### src/hdl/ffba_pkg.sv
package ffba_pkg;

    localparam int POOL_BYTES    = 65536;
    localparam int GRANULE_BYTES = 8;
    localparam int HEADER_BYTES  = 24;

    localparam int ENTRY_COUNT = POOL_BYTES / GRANULE_BYTES;
    localparam int GRAN_SHIFT  = $clog2(GRANULE_BYTES);
    localparam int IDX_W       = $clog2(ENTRY_COUNT);
    localparam int SIZE_W      = IDX_W + 1;

    localparam int REQ_W = 17;
    localparam int OFF_W = 16;
    localparam int ST_W  = 3;

    // Smallest block in granules: header plus one granule, rounded up.
    localparam int MIN_G  = (HEADER_BYTES + 2 * GRANULE_BYTES - 1) / GRANULE_BYTES;
    localparam int SUM_W  = REQ_W + 1;
    localparam int NEED_W = SUM_W - GRAN_SHIFT;
    localparam int CMP_W  = ((SIZE_W > NEED_W) ? SIZE_W : NEED_W) + 1;
    localparam int POOL_LOG = $clog2(POOL_BYTES);
    localparam int PW = ((POOL_LOG > OFF_W) ? POOL_LOG : OFF_W) + 1;
    localparam int GW = (((IDX_W + GRAN_SHIFT) > OFF_W) ? (IDX_W + GRAN_SHIFT) : OFF_W) + 1;

    typedef enum logic [ST_W-1:0] {
        ST_OK      = 3'd0,
        ST_ZERO    = 3'd1,
        ST_NOFIT   = 3'd2,
        ST_OUTSIDE = 3'd3,
        ST_ALREADY = 3'd4
    } status_t;

    typedef struct packed {
        logic [SIZE_W-1:0] size;
        logic              is_free;
        logic              link_ok;
        logic [IDX_W-1:0]  link;
    } entry_t;

    typedef enum logic [2:0] {
        WR_NONE = 3'd0,
        WR_CUR  = 3'd1,
        WR_TAIL = 3'd2,
        WR_PREV = 3'd3,
        WR_FREE = 3'd4
    } wr_sel_t;

    typedef struct packed {
        logic    load;
        logic    rd_cur;
        logic    rd_idx;
        logic    step;
        logic    take;
        wr_sel_t wr;
        logic    head_alloc;
        logic    resp_load;
        status_t resp_st;
        logic    resp_grant;
    } cmd_t;

    typedef struct packed {
        logic op_free;
        logic zero_req;
        logic outside;
        logic head_ok;
        logic fit;
        logic split;
        logic walk_more;
        logic rd_free;
        logic prev_ok;
        logic out_free;
    } stat_t;

endpackage

### src/hdl/ffba_ctrl.sv
module ffba_ctrl
    import ffba_pkg::*;
(
    input  logic  clk,
    input  logic  rst_n,
    input  logic  in_valid,
    output logic  in_ready,
    input  stat_t stat,
    output cmd_t  cmd
);

    typedef enum logic [7:0] {
        S_IDLE    = 8'b0000_0001,
        S_DECODE  = 8'b0000_0010,
        S_A_EVAL  = 8'b0000_0100,
        S_A_WCUR  = 8'b0000_1000,
        S_A_WTAIL = 8'b0001_0000,
        S_A_WPREV = 8'b0010_0000,
        S_F_EVAL  = 8'b0100_0000,
        S_RESP    = 8'b1000_0000
    } state_t;

    state_t  state_reg, state_next;
    status_t st_reg, st_next;
    logic    grant_reg, grant_next;

    always_ff @(posedge clk or negedge rst_n)
    begin
        if (!rst_n)
        begin
            state_reg <= S_IDLE;
            st_reg    <= ST_OK;
            grant_reg <= 1'b0;
        end
        else
        begin
            state_reg <= state_next;
            st_reg    <= st_next;
            grant_reg <= grant_next;
        end
    end

    always_comb
    begin
        state_next     = state_reg;
        st_next        = st_reg;
        grant_next     = grant_reg;
        cmd            = '0;
        cmd.wr         = WR_NONE;
        cmd.resp_st    = st_reg;
        cmd.resp_grant = grant_reg;
        in_ready       = 1'b0;

        case (state_reg)
            S_IDLE:
            begin
                in_ready = 1'b1;
                if (in_valid)
                begin
                    cmd.load   = 1'b1;
                    grant_next = 1'b0;
                    state_next = S_DECODE;
                end
            end
            S_DECODE:
            begin
                if (stat.op_free)
                begin
                    if (stat.outside)
                    begin
                        st_next    = ST_OUTSIDE;
                        state_next = S_RESP;
                    end
                    else
                    begin
                        cmd.rd_idx = 1'b1;
                        state_next = S_F_EVAL;
                    end
                end
                else if (stat.zero_req)
                begin
                    st_next    = ST_ZERO;
                    state_next = S_RESP;
                end
                else if (!stat.head_ok)
                begin
                    st_next    = ST_NOFIT;
                    state_next = S_RESP;
                end
                else
                begin
                    cmd.rd_cur = 1'b1;
                    state_next = S_A_EVAL;
                end
            end
            S_A_EVAL:
            begin
                if (stat.fit)
                begin
                    cmd.take   = 1'b1;
                    st_next    = ST_OK;
                    grant_next = 1'b1;
                    state_next = S_A_WCUR;
                end
                else if (stat.walk_more)
                begin
                    // The next header is read in the same cycle the walk advances.
                    cmd.step = 1'b1;
                end
                else
                begin
                    st_next    = ST_NOFIT;
                    state_next = S_RESP;
                end
            end
            S_A_WCUR:
            begin
                cmd.wr         = WR_CUR;
                cmd.head_alloc = !stat.prev_ok;
                if (stat.split)
                    state_next = S_A_WTAIL;
                else if (stat.prev_ok)
                    state_next = S_A_WPREV;
                else
                    state_next = S_RESP;
            end
            S_A_WTAIL:
            begin
                cmd.wr = WR_TAIL;
                if (stat.prev_ok)
                    state_next = S_A_WPREV;
                else
                    state_next = S_RESP;
            end
            S_A_WPREV:
            begin
                cmd.wr     = WR_PREV;
                state_next = S_RESP;
            end
            S_F_EVAL:
            begin
                if (stat.rd_free)
                    st_next = ST_ALREADY;
                else
                begin
                    cmd.wr  = WR_FREE;
                    st_next = ST_OK;
                end
                state_next = S_RESP;
            end
            S_RESP:
            begin
                if (stat.out_free)
                begin
                    cmd.resp_load = 1'b1;
                    state_next    = S_IDLE;
                end
            end
            default:
            begin
                state_next = S_IDLE;
            end
        endcase
    end

endmodule

### config.mk
export PLATFORM = sky130hd
export DESIGN_NAME = ffba_ctrl
export DESIGN_NICKNAME = d
export VERILOG_FILES = /design/src/hdl/ffba_pkg.sv /design/src/hdl/ffba_ctrl.sv
export SDC_FILE = /design/constraint.sdc
export NUM_CORES = 1
export LEC_CHECK = 0
export ABC_AREA = 1
export BUFFER_PORTS_ARGS = -buffer_cell sky130_fd_sc_hd__buf_2
export CAP_MARGIN = 40
export CORE_MARGIN = 2
export CORE_UTILIZATION = 45
export DETAILED_ROUTE_END_ITERATION = 10
export PLACE_DENSITY = 0.73
export SLEW_MARGIN = 20
export SYNTH_ARGS = -nofsm -noshare
export SYNTH_HDL_FRONTEND = slang
export SYNTH_SLANG_ARGS = --single-unit
### constraint.sdc
create_clock -name clk -period 1.4 [get_ports clk]
set_input_delay 0.07 -clock clk [delete_from_list [all_inputs] [get_ports clk]]
set_output_delay 0.07 -clock clk [all_outputs]
set_load 0.01 [all_outputs]
-- Word-level counts from Yosys, hierarchy flattened
Index checks and enable logic that the tools add are counted.
- memories kept: 0
- bits in latches: 0
- flip-flop bits (word level): 12
- bits in read-only memories: 0
- input port bits: 13
- output and inout bits: 15
- bits in writable memories: 0
- muxes and demuxes: 40
- bitwise gates (word level): 0
- reduce and logical (&&, ||, !) cells: 7
- divide/modulo/power cells: 0
- shifts and indexed selects: 0
- order comparisons: 0
- $mul: 0
- eq/ne operators: 14
- add/subtract/negate cells: 0
- operators with widths (cell ; count):
    $mux 8 ; 10
    $pmux 8 s7 ; 1
    $mux 3 ; 8
    $mux 1 ; 16
    $pmux 3 s4 ; 1
    $pmux 3 s3 ; 1
    $eq 8x1->1 const B ; 1
    $eq 8x2->1 const B ; 1
    $eq 8x3->1 const B ; 1
    $eq 8x4->1 const B ; 1
    $eq 8x5->1 const B ; 1
    $eq 8x6->1 const B ; 1
    $eq 8x7->1 const B ; 1
    $eq 8x8->1 const B ; 1
    $ne 2x2->1 const B ; 3
    $ne 3x3->1 const B ; 2
    $reduce_and 3->1 ; 2
    $mux 2 ; 2
    $ne 4x4->1 const B ; 1
    $reduce_and 4->1 ; 1
    $reduce_bool 3->1 ; 1
    $pmux 1 s2 ; 1
    $reduce_bool 2->1 ; 1
    $reduce_or 2->1 ; 1
    $logic_not 1->1 ; 1

-- Logic depth before layout (Yosys ltp)
Gate-level depths: netlist of the first run.
- depth after elaboration: 4
- depth in mapped cells: 9

-- Least setup slack after synthesis of the first run
No wires, ideal clock.
- kind: reg-to-reg
- start: register state_reg[0]
- end: register state_reg[7]
- arrival time: 1154 ps
- setup time: 66 ps
- buffers on the path: 0
- slack: 179 ps
- stages on the path, launching flop included: 9
- cells stage by stage: dfstp_2 -> nor2_4 -> nand3_1 -> nor2_1 -> nand3_2 -> clkinv_1 -> nor2_1 -> nand2_1 -> nand2_1
- cells in the longest elaborated chain, start to end: 3
- ends and longest elaborated chain (item ; RTL line ; RTL):
    start, declared ; ffba_ctrl.sv:23 ; state_t state_reg, state_next;
    start signal, assigned ; ffba_ctrl.sv:37 ; state_reg <= state_next;
    $eq 8x7->1, or another cell as far along ; ffba_ctrl.sv:54 ; case (state_reg)
    $reduce_or 2->1 (no line), or another cell as far along ; -- ;
    $pmux 8 s7 or $reduce_and 3->1 (tied branches) ; -- ;
Several ways; a longest one is shown, not always the timed one.
A chain may end at the register's enable or synchronous reset.

==> reports/metrics.csv, run 1 <==
metric,value,unit
fillers,125,
worst-path-buf-inv,3,
largest_reg_flops,8,
synth.distinct_cells,22,
leakagePower,0.000725,uW
skew,0.0112,ns
grt_max_degree,13,
setup_ws,-0.0799,ns
max-vdd-ir-drop,1.21,mV
seqCellArea,305,sq um
setup_viol,15,
drt_wl_total,2600,um
grt_util_all_layers,0.254,
dp.cells,177,
fin_cells,200,
area_delta_synth_final,63.4,%
cts_buffer_depth,2,
drv_cap,0,
cts_tree,done,
yosys_warnings,0,
numCtsBuffers,3,
overflow,0,
path_cells,"inv_2, nor2_1, nand2_2, nor2_4, inv_2, nor2_2, buf_2",
h-tree-depth,1,
status,"finished, violations left",
grt_pass1_wl,3960,um
path_class,flop to output pin,
synth_cells,126,
ys_ff_latch,12,
setup_tns,-0.604,ns
nets,189,
die_h,46.9,um
cp_max_fo,3,
worstMarginPinSlew,0.284,ns
portBuffers,27,
ant_nets,0,
hold_violations,0,
slew_headroom,0.811,
antenna_found_initial,0,
dieArea,0.00220,sq mm
viasPerCell,4.93,
worstPathRequired,1.33,ns
grt_pass1_vias,932,
synth_area,828,sq um
crit_path_end_kind,output pin,
period_share,1.06,
syn-num-nets,139,
slowest_stage,dfrtp_2,
place_congestion,0.943,
powerDensity,1340,mW/mm^2
ios,28,
post-route-util,0.784,
seq_area_frac_synth,0.364,
crit_family,simple AND/OR/NAND/NOR gates,
arrival,1.41,ns
core,0.00173,sq mm
diodes,0,
root_buffer,clkbuf_4,
remaining_drc_errors,0,
violations,negative setup slack,
cts.sinks,12,
dp_hpwl,1590,um
dr.pass1.iters,5,
clkTransAtPathRegs,0.07,ns
fp.dieW,46.9,um
critPathMaxStageDelay,0.41,ns
num_vias,985,
drt_iter0_markers,30,
drive_gt1_frac,0.600,
layout_min_cycle_time,1.48,ns
wl_per_cell,13.0,um
rsz0062_at_grt,true,
path_common_cell,inv_2,
multiInputGateArea,581,sq um
start_kind,flop,
hold_class,input pin to flop,
max_clock_freq,0.676,GHz
avgSynthCellArea,6.57,sq um
start_util,0.480,
drv_slew,0,
rows,15,
clock_latency,0.28,ns
-- worst paths after layout --
check / from / end / slack, ns / depth (start not counted)
max reg2reg: state_reg[6] / state_reg[7] / -0.07 / 9
max in group asynchronous: rst_n / state_reg[0] / 0.92 / 2
min reg2reg: st_reg[2] / st_reg[2] / 0.47 / 2
min: stat[4] / state_reg[4] / 0.03 / 3
min in group asynchronous: rst_n / grant_reg / 0.19 / 2
max: state_reg[1] / cmd[12] / -0.08 / 7
-- what timing repair did --
item / CTS / global route
pin swaps: 12 / 11
setup buffers: 15 / 3
hold endpoints to repair: 12 / 0
setup endpoints to repair: 11 / 18
resized for setup: 25 / 32
hold buffers: 1 / 0
-- report_power, final --
part           internal, uW  switching (uW)
Sequential              443            73.9
Combinational           419             595
Clock                   158             128
-- cell usage in the layout (no fill, tap or decap) --
cell type | synthesis | final
inv_4 | 1 | 1
nand2_4 | 0 | 4
nand2_8 | 0 | 1
o21ai_0 | 1 | 1
nor2_2 | 3 | 13
o21ai_1 | 1 | 1
nand3_1 | 13 | 12
clkinv_4 | 0 | 1
nor2_1 | 27 | 11
nor2_4 | 1 | 7
clkbuf_8 | 0 | 1
o21ai_2 | 1 | 1
nand2_1 | 29 | 23
inv_1 | 16 | 9
a21boi_0 | 1 | 1
dfrtp_2 | 0 | 3
buf_4 | 1 | 16
or2_1 | 1 | 1
nand2_2 | 7 | 8
buf_2 | 0 | 23
nand4_1 | 2 | 2
nand3_2 | 3 | 3
buf_6 | 0 | 6
dlygate4sd3_1 | 0 | 1
clkinv_2 | 0 | 1
nand3_4 | 0 | 1
dfstp_2 | 1 | 1
dfrtp_1 | 11 | 8
inv_2 | 3 | 9
nor3_4 | 0 | 1
a21oi_2 | 1 | 1
clkbuf_4 | 0 | 3
-- cell families (layout without fill, tap and decap cells) --
logic type	after synthesis	in the layout	synth area share
simple gates	87	87	0.486
compound gates	5	5	0.0423
buf+inv	22	71	0.107
flops	12	12	0.364
-- per-layer routing --
layer,track usage,wire [um],up-vias,share of wire
li1,-,-,484,-
met1,0.291,1040,458,0.40
met2,0.466,1410,34,0.54
met3,0.0423,95,9,0.036
met4,0.100,53,0,0.020
met5,0,0,-,0
-- cells in the mapped netlist --
master,instances,share of area
nand2_1,29,0.13
nor2_1,27,0.12
inv_1,16,0.073
nand3_1,13,0.079
dfrtp_1,11,0.33
nand2_2,7,0.053
inv_2,3,0.014
nand3_2,3,0.036
nor2_2,3,0.023
nand4_1,2,0.015
a21boi_0,1,0.0091
a21oi_2,1,0.011
buf_4,1,0.0091
clkinv_1,1,0.0045
dfstp_2,1,0.032
inv_4,1,0.0076
nor2_4,1,0.014
nor3_1,1,0.0060
o21ai_0,1,0.0060
o21ai_1,1,0.0060
o21ai_2,1,0.011
or2_1,1,0.0076
-- final cells by class --
type | count | share of cell area
clock buffer | 4 | 0.0268
inverter | 21 | 0.0647
multi-input combinational | 92 | 0.429
sequential | 12 | 0.226
tap | 25 | 0.0231
timing repair buffer | 46 | 0.231
-- through the flow --
step                      total power (uW)  worst slack [ns]  hold slack (ns)  area [sq um]
final                                 1820           -0.0799           0.0347          1350
after global routing                  1940            -0.170           0.0492          1350
after CTS                             1670           -0.0546           0.0277          1230
after detailed placement              1160            0.0583          -0.0343           987
after global placement                1150            0.0713          -0.0363           987
after floorplan                        974             0.179           -0.226           828
-- worst min-delay path: cells and delay by family --
family	cells	cell delay, ns
buffers and inverters	2	0.16
and+or+nand+nor	1	0.04
(Power assumes the default switching activity.)
==> run 2, diff against run 1 <==
--- a/config.mk
+++ b/config.mk
@@ -5,13 +5,12 @@
 export SDC_FILE = /design/constraint.sdc
 export NUM_CORES = 1
 export LEC_CHECK = 0
-export ABC_AREA = 1
 export BUFFER_PORTS_ARGS = -buffer_cell sky130_fd_sc_hd__buf_2
 export CAP_MARGIN = 40
 export CORE_MARGIN = 2
 export CORE_UTILIZATION = 45
 export DETAILED_ROUTE_END_ITERATION = 10
-export PLACE_DENSITY = 0.73
+export PLACE_DENSITY = 0.74
 export SLEW_MARGIN = 20
 export SYNTH_ARGS = -nofsm -noshare
 export SYNTH_HDL_FRONTEND = slang
==> reports/metrics.csv, run 2 <==
metric,value,unit
remaining_drc_errors,0,
dp_hpwl,1650,um
numCtsBuffers,3,
worst-path-buf-inv,3,
yosys-top-cells-count,"nor2_1, dfrtp_1, inv_1, nand2_1, and2_1",
synth_ff_type,dfrtp_1,
num_vias,963,
place_area,0.00101,sq mm
grt_pass1_wl,3800,um
synth.distinct_cells,36,
syn-num-nets,95,
synth_enable_flop_cells,0,
synth_cells,82,
grt_pass1_vias,857,
largest_reg_flops,8,
reg2reg_depth,7,
synth_area_leaders,"dfrtp_1, nor2_1, nor4_4, inv_1, nand2_1",
leakagePower,0.000690,uW
slowest_stage,dfrtp_1,
place_congestion,0.887,
synth_area,743,sq um
violations,negative setup slack,
dieArea,0.00199,sq mm
yosys_warnings,0,
slew_headroom,0.763,
ios,28,
crit_family,simple AND/OR/NAND/NOR gates,
period_share,1.43,
overflow,0,
status,"finished, violations left",
drt_iter0_markers,41,
drv_cap,0,
avgSynthCellArea,9.06,sq um
min_path_cells,3,
area_delta_synth_final,87.2,%
cts_buffer_depth,2,
cts.sinks,12,
setup_ws,-0.606,ns
viasPerCell,5.98,
cp-endpoint,cmd[8],
max_clock_freq,0.498,GHz
root_buffer,clkbuf_4,
async_flop_share,1.00,
ys_ff_latch,12,
start_kind,flop,
portBuffers,27,
dr.pass1.iters,4,
hold_class,input pin to flop,
drive_gt1_frac,0.634,
layout_commonest_cell,buf_4,
rr_endpoint,st_reg[2],
rsz0062_at_grt,true,
clock_latency,0.28,ns
die_h,44.6,um
crit_path_end_kind,output pin,
yosysTopAreaCell,dfrtp_1,
diodes,0,
fillers,59,
wl_met3,272,um
grt_max_degree,13,
antenna_found_initial,0,
nets,159,
critPathMaxStageDelay,0.41,ns
powerDensity,1430,mW/mm^2
setup_viol,21,
h-tree-depth,1,
drt_wl_total,3220,um
r2r_start,state_reg[5],
drv_slew,0,
cts_tree,done,
path_cells,"buf_6, nor4_4, nand4b_1, buf_4, nor2_1, buf_2",
fp.dieW,44.6,um
arrival,1.94,ns
clkTransAtPathRegs,0.08,ns
met2_length,1670,um
max-vdd-ir-drop,1.05,mV
core,0.00152,sq mm
yosysMostFrequentCell,nor2_1,
synth.top_cell.area_share,0.370,
path_class,flop to output pin,
setup_tns,-8.13,ns
worstMarginPinSlew,0.352,ns
reg2reg_setup_slack,-0.51,ns
fin_area,0.00139,sq mm
hold_violations,0,
wl_met1,1180,um
seq_area_frac_synth,0.406,
critPathLaunch,state_reg[5],
grt_util_all_layers,0.270,
layout_min_cycle_time,2.01,ns
wl_per_cell,20.0,um
ant_nets,0,
cp.depth,6,
layout_common_cells,"buf_4, buf_2, buf_6",
skew,0.00654,ns
start_util,0.488,
rows,14,
cp_max_fo,4,
top_layer,met4,
worstPathRequired,1.33,ns
==> run 2: cell count changes after synthesis, sizes merged, moves of 3 or more <==
cell,before,now
and2,0,4
nand2,36,9
nand3,16,1
nor4b,0,3
inv,20,8
nor2,31,15
==> run 2: tightest hold or removal path: cells and delay by family <==
kind	cells	cell delay, ns
simple gates	1	0.04
buf+inv	2	0.17
==> run 2: repair_timing <==
item	in CTS	in global routing
gates resized for setup	25	20
endpoints found under the setup margin	20	23
endpoints found under the hold margin	12	0
buffers inserted	12	9
hold buffers	1	0
pin swaps	10	13
==> run 2: layer usage <==
metal,track usage,vias up
li1,-,419
met1,0.310,461
met2,0.490,71
met3,0.0490,12
met4,0.103,0
met5,0,-
==> run 2: report_power, final <==
part / switching [uW] / internal, uW
Clock: 133 / 158
Sequential: 92.6 / 438
Combinational: 532 / 632
==> run 2: cell type report <==
type,instances,area (sq um),area share
flip-flops and latches,12,303,0.218
clock buffers,4,36.3,0.0261
inverters,8,30.0,0.0216
multi-input cells,60,534,0.384
well taps,16,20.0,0.0144
repair buffers,61,468,0.336
==> run 2: how the worst min path moves through the flow <==
stage | startpoint | endpoint | slack, ns
global route | stat[4] | state_reg[4] | 0.03
global placement | rst_n | state_reg[2] | -0.04
detailed placement | rst_n | state_reg[6] | -0.03
CTS | stat[4] | state_reg[4] | 0.01
finish | stat[4] | state_reg[4] | 0.04
floorplan | rst_n | grant_reg | -0.23
==> run 2: cells by family after synthesis <==
kind of cell	synth area share
flip-flops	0.406
AO/OA/AOI/OAI	0.116
XOR/XNOR	0.0236
buffers and inverters	0.0572
AND/OR/NAND/NOR	0.397
==> run 2: through the flow <==
stage / power, uW / std cells / hold slack (ns) / utilization / worst slack [ns]
6_report: 1990 / 161 / 0.0359 / 0.913 / -0.606
5_1_grt: 2070 / 161 / 0.0303 / 0.913 / -0.660
4_1_cts: 1660 / 153 / 0.0147 / 0.800 / -0.453
3_5_place_dp: 1200 / 138 / -0.0292 / 0.660 / -0.331
3_3_place_gp: 1170 / 138 / -0.0403 / 0.660 / -0.309
2_1_floorplan: 918 / 82 / -0.226 / - / -0.166
==> run 3, diff against run 2 <==
--- a/config.mk
+++ b/config.mk
@@ -9,8 +9,9 @@
 export CAP_MARGIN = 40
 export CORE_MARGIN = 2
 export CORE_UTILIZATION = 45
+export CTS_CLUSTER_SIZE = 25
 export DETAILED_ROUTE_END_ITERATION = 10
-export PLACE_DENSITY = 0.74
+export PLACE_DENSITY = 0.83
 export SLEW_MARGIN = 20
 export SYNTH_ARGS = -nofsm -noshare
 export SYNTH_HDL_FRONTEND = slang
==> reports/metrics.csv, run 3 (synthesis gave the netlist of run 2 again) <==
metric,value,unit
portBuffers,27,
grt_pass1_wl,3870,um
place_congestion,0.889,
cts.sinks,12,
rows,14,
cp.depth,7,
max-vdd-ir-drop,1.08,mV
crit_path_end_kind,output pin,
skew,0.00796,ns
drv_slew,0,
grt_pass1_vias,910,
slew_headroom,0.723,
violations,negative setup slack,
powerDensity,1450,mW/mm^2
largest_reg_flops,8,
reg2reg_depth,9,
fin_area,0.00147,sq mm
r2r_start,state_reg[5],
drv_cap,0,
clock_latency,0.28,ns
dieArea,0.00199,sq mm
die_h,44.6,um
start_kind,flop,
layout_commonest_cell,buf_4,
cts_tree,done,
root_buffer,clkbuf_4,
grt_util_all_layers,0.277,
h-tree-depth,1,
fin_cells,169,
start_util,0.488,
clkTransAtPathRegs,0.09,ns
hold_violations,0,
arrival,1.93,ns
wl_per_cell,24.7,um
status,"finished, violations left",
worst-path-buf-inv,5,
antenna_found_initial,0,
slowest_stage,dfrtp_1,
ant_nets,0,
dr.pass1.iters,6,
critPathLaunch,state_reg[5],
crit_family,buffers and inverters,
rsz0062_at_grt,true,
cp-endpoint,cmd[10],
cts_buffer_depth,2,
worstPathRequired,1.33,ns
nets,167,
dp.cells,141,
rr_endpoint,st_reg[2],
max_clock_freq,0.501,GHz
fillers,31,
critPathMaxStageDelay,0.41,ns
path_cells,"buf_6, nor4_4, buf_4, nand4_1, inv_1, buf_4, buf_6",
drt_iter0_markers,54,
setup_ws,-0.595,ns
drive_gt1_frac,0.680,
setup_viol,22,
worstMarginPinSlew,0.414,ns
core,0.00152,sq mm
num_vias,1087,
overflow,0,
reg2reg_setup_slack,-0.60,ns
ios,28,
cp_max_fo,4,
place_area,0.00103,sq mm
leakagePower,0.000744,uW
period_share,1.43,
dp_hpwl,1580,um
grt_max_degree,13,
hold_class,input pin to flop,
fp.dieW,44.6,um
numCtsBuffers,3,
drt_wl_total,4180,um
layout_min_cycle_time,2.00,ns
layout_common_cells,"buf_4, buf_2, buf_6",
viasPerCell,6.43,
path_class,flop to output pin,
remaining_drc_errors,0,
area_delta_synth_final,97.8,%
post-route-util,0.965,
diodes,0,
==> run 3: final cells by class <==
cell class	instances	area [sq um]	area share
Clock buffer	4	36.3	0.0247
Tap cell	16	20.0	0.0136
Multi-Input combinational cell	60	537	0.365
Timing Repair Buffer	69	542	0.369
Sequential cell	12	305	0.208
Inverter	8	30.0	0.0204
==> run 3: power breakdown <==
group	switching, uW	total, uW	internal [uW]
Combinational	590	1290	696
Sequential	117	557	439
Clock	136	294	158
Total	843	2140	1290
==> run 3: through the flow <==
stage / hold slack (ns) / setup WS, ns / setup TNS [ns] / total power, uW
global placement: -0.0412 / -0.312 / -1.93 / 1180
global route: 0.0305 / -0.624 / -10.48 / 2210
floorplan: -0.226 / -0.166 / -0.748 / 918
finish: 0.0298 / -0.595 / -9.76 / 2140
CTS: 0.00572 / -0.411 / -5.32 / 1630
detailed placement: -0.0344 / -0.345 / -2.62 / 1200
==> run 3: worst min path at each step <==
stage	slack, ns	to	startpoint	cells after the start
2_1_floorplan	-0.23	grant_reg	rst_n	0
3_3_place_gp	-0.04	state_reg[4]	rst_n	1
3_5_place_dp	-0.03	state_reg[4]	rst_n	1
4_1_cts	0.006	state_reg[4]	stat[4]	3
5_1_grt	0.03	state_reg[4]	stat[4]	3
6_report	0.03	state_reg[4]	stat[4]	3
==> run 3: routing by layer <==
layer	vias up	global-route usage	routed length, um
li1	433	-	-
met1	508	0.321	1370
met2	104	0.467	2050
met3	42	0.0286	399
met4	0	0.206	361
met5	-	0	0
==> run 3: worst register-to-register path: stages (launching register included) <==
cell and delay, ns:
dfrtp_1 0.41, buf_6 0.14, nor4_4 0.38, buf_4 0.20, nand4_1 0.17, inv_1 0.14
buf_4 0.16, a31o_4 0.14, nand2_1 0.09, o21ai_0 0.09
==> run 3: repair_timing <==
item | in CTS | in global routing
endpoints found under the hold margin | 12 | 0
hold buffers | 1 | 0
resized for setup | 15 | 36
pin swaps | 8 | 19
endpoints found under the setup margin | 21 | 23
buffers inserted | 9 | 14
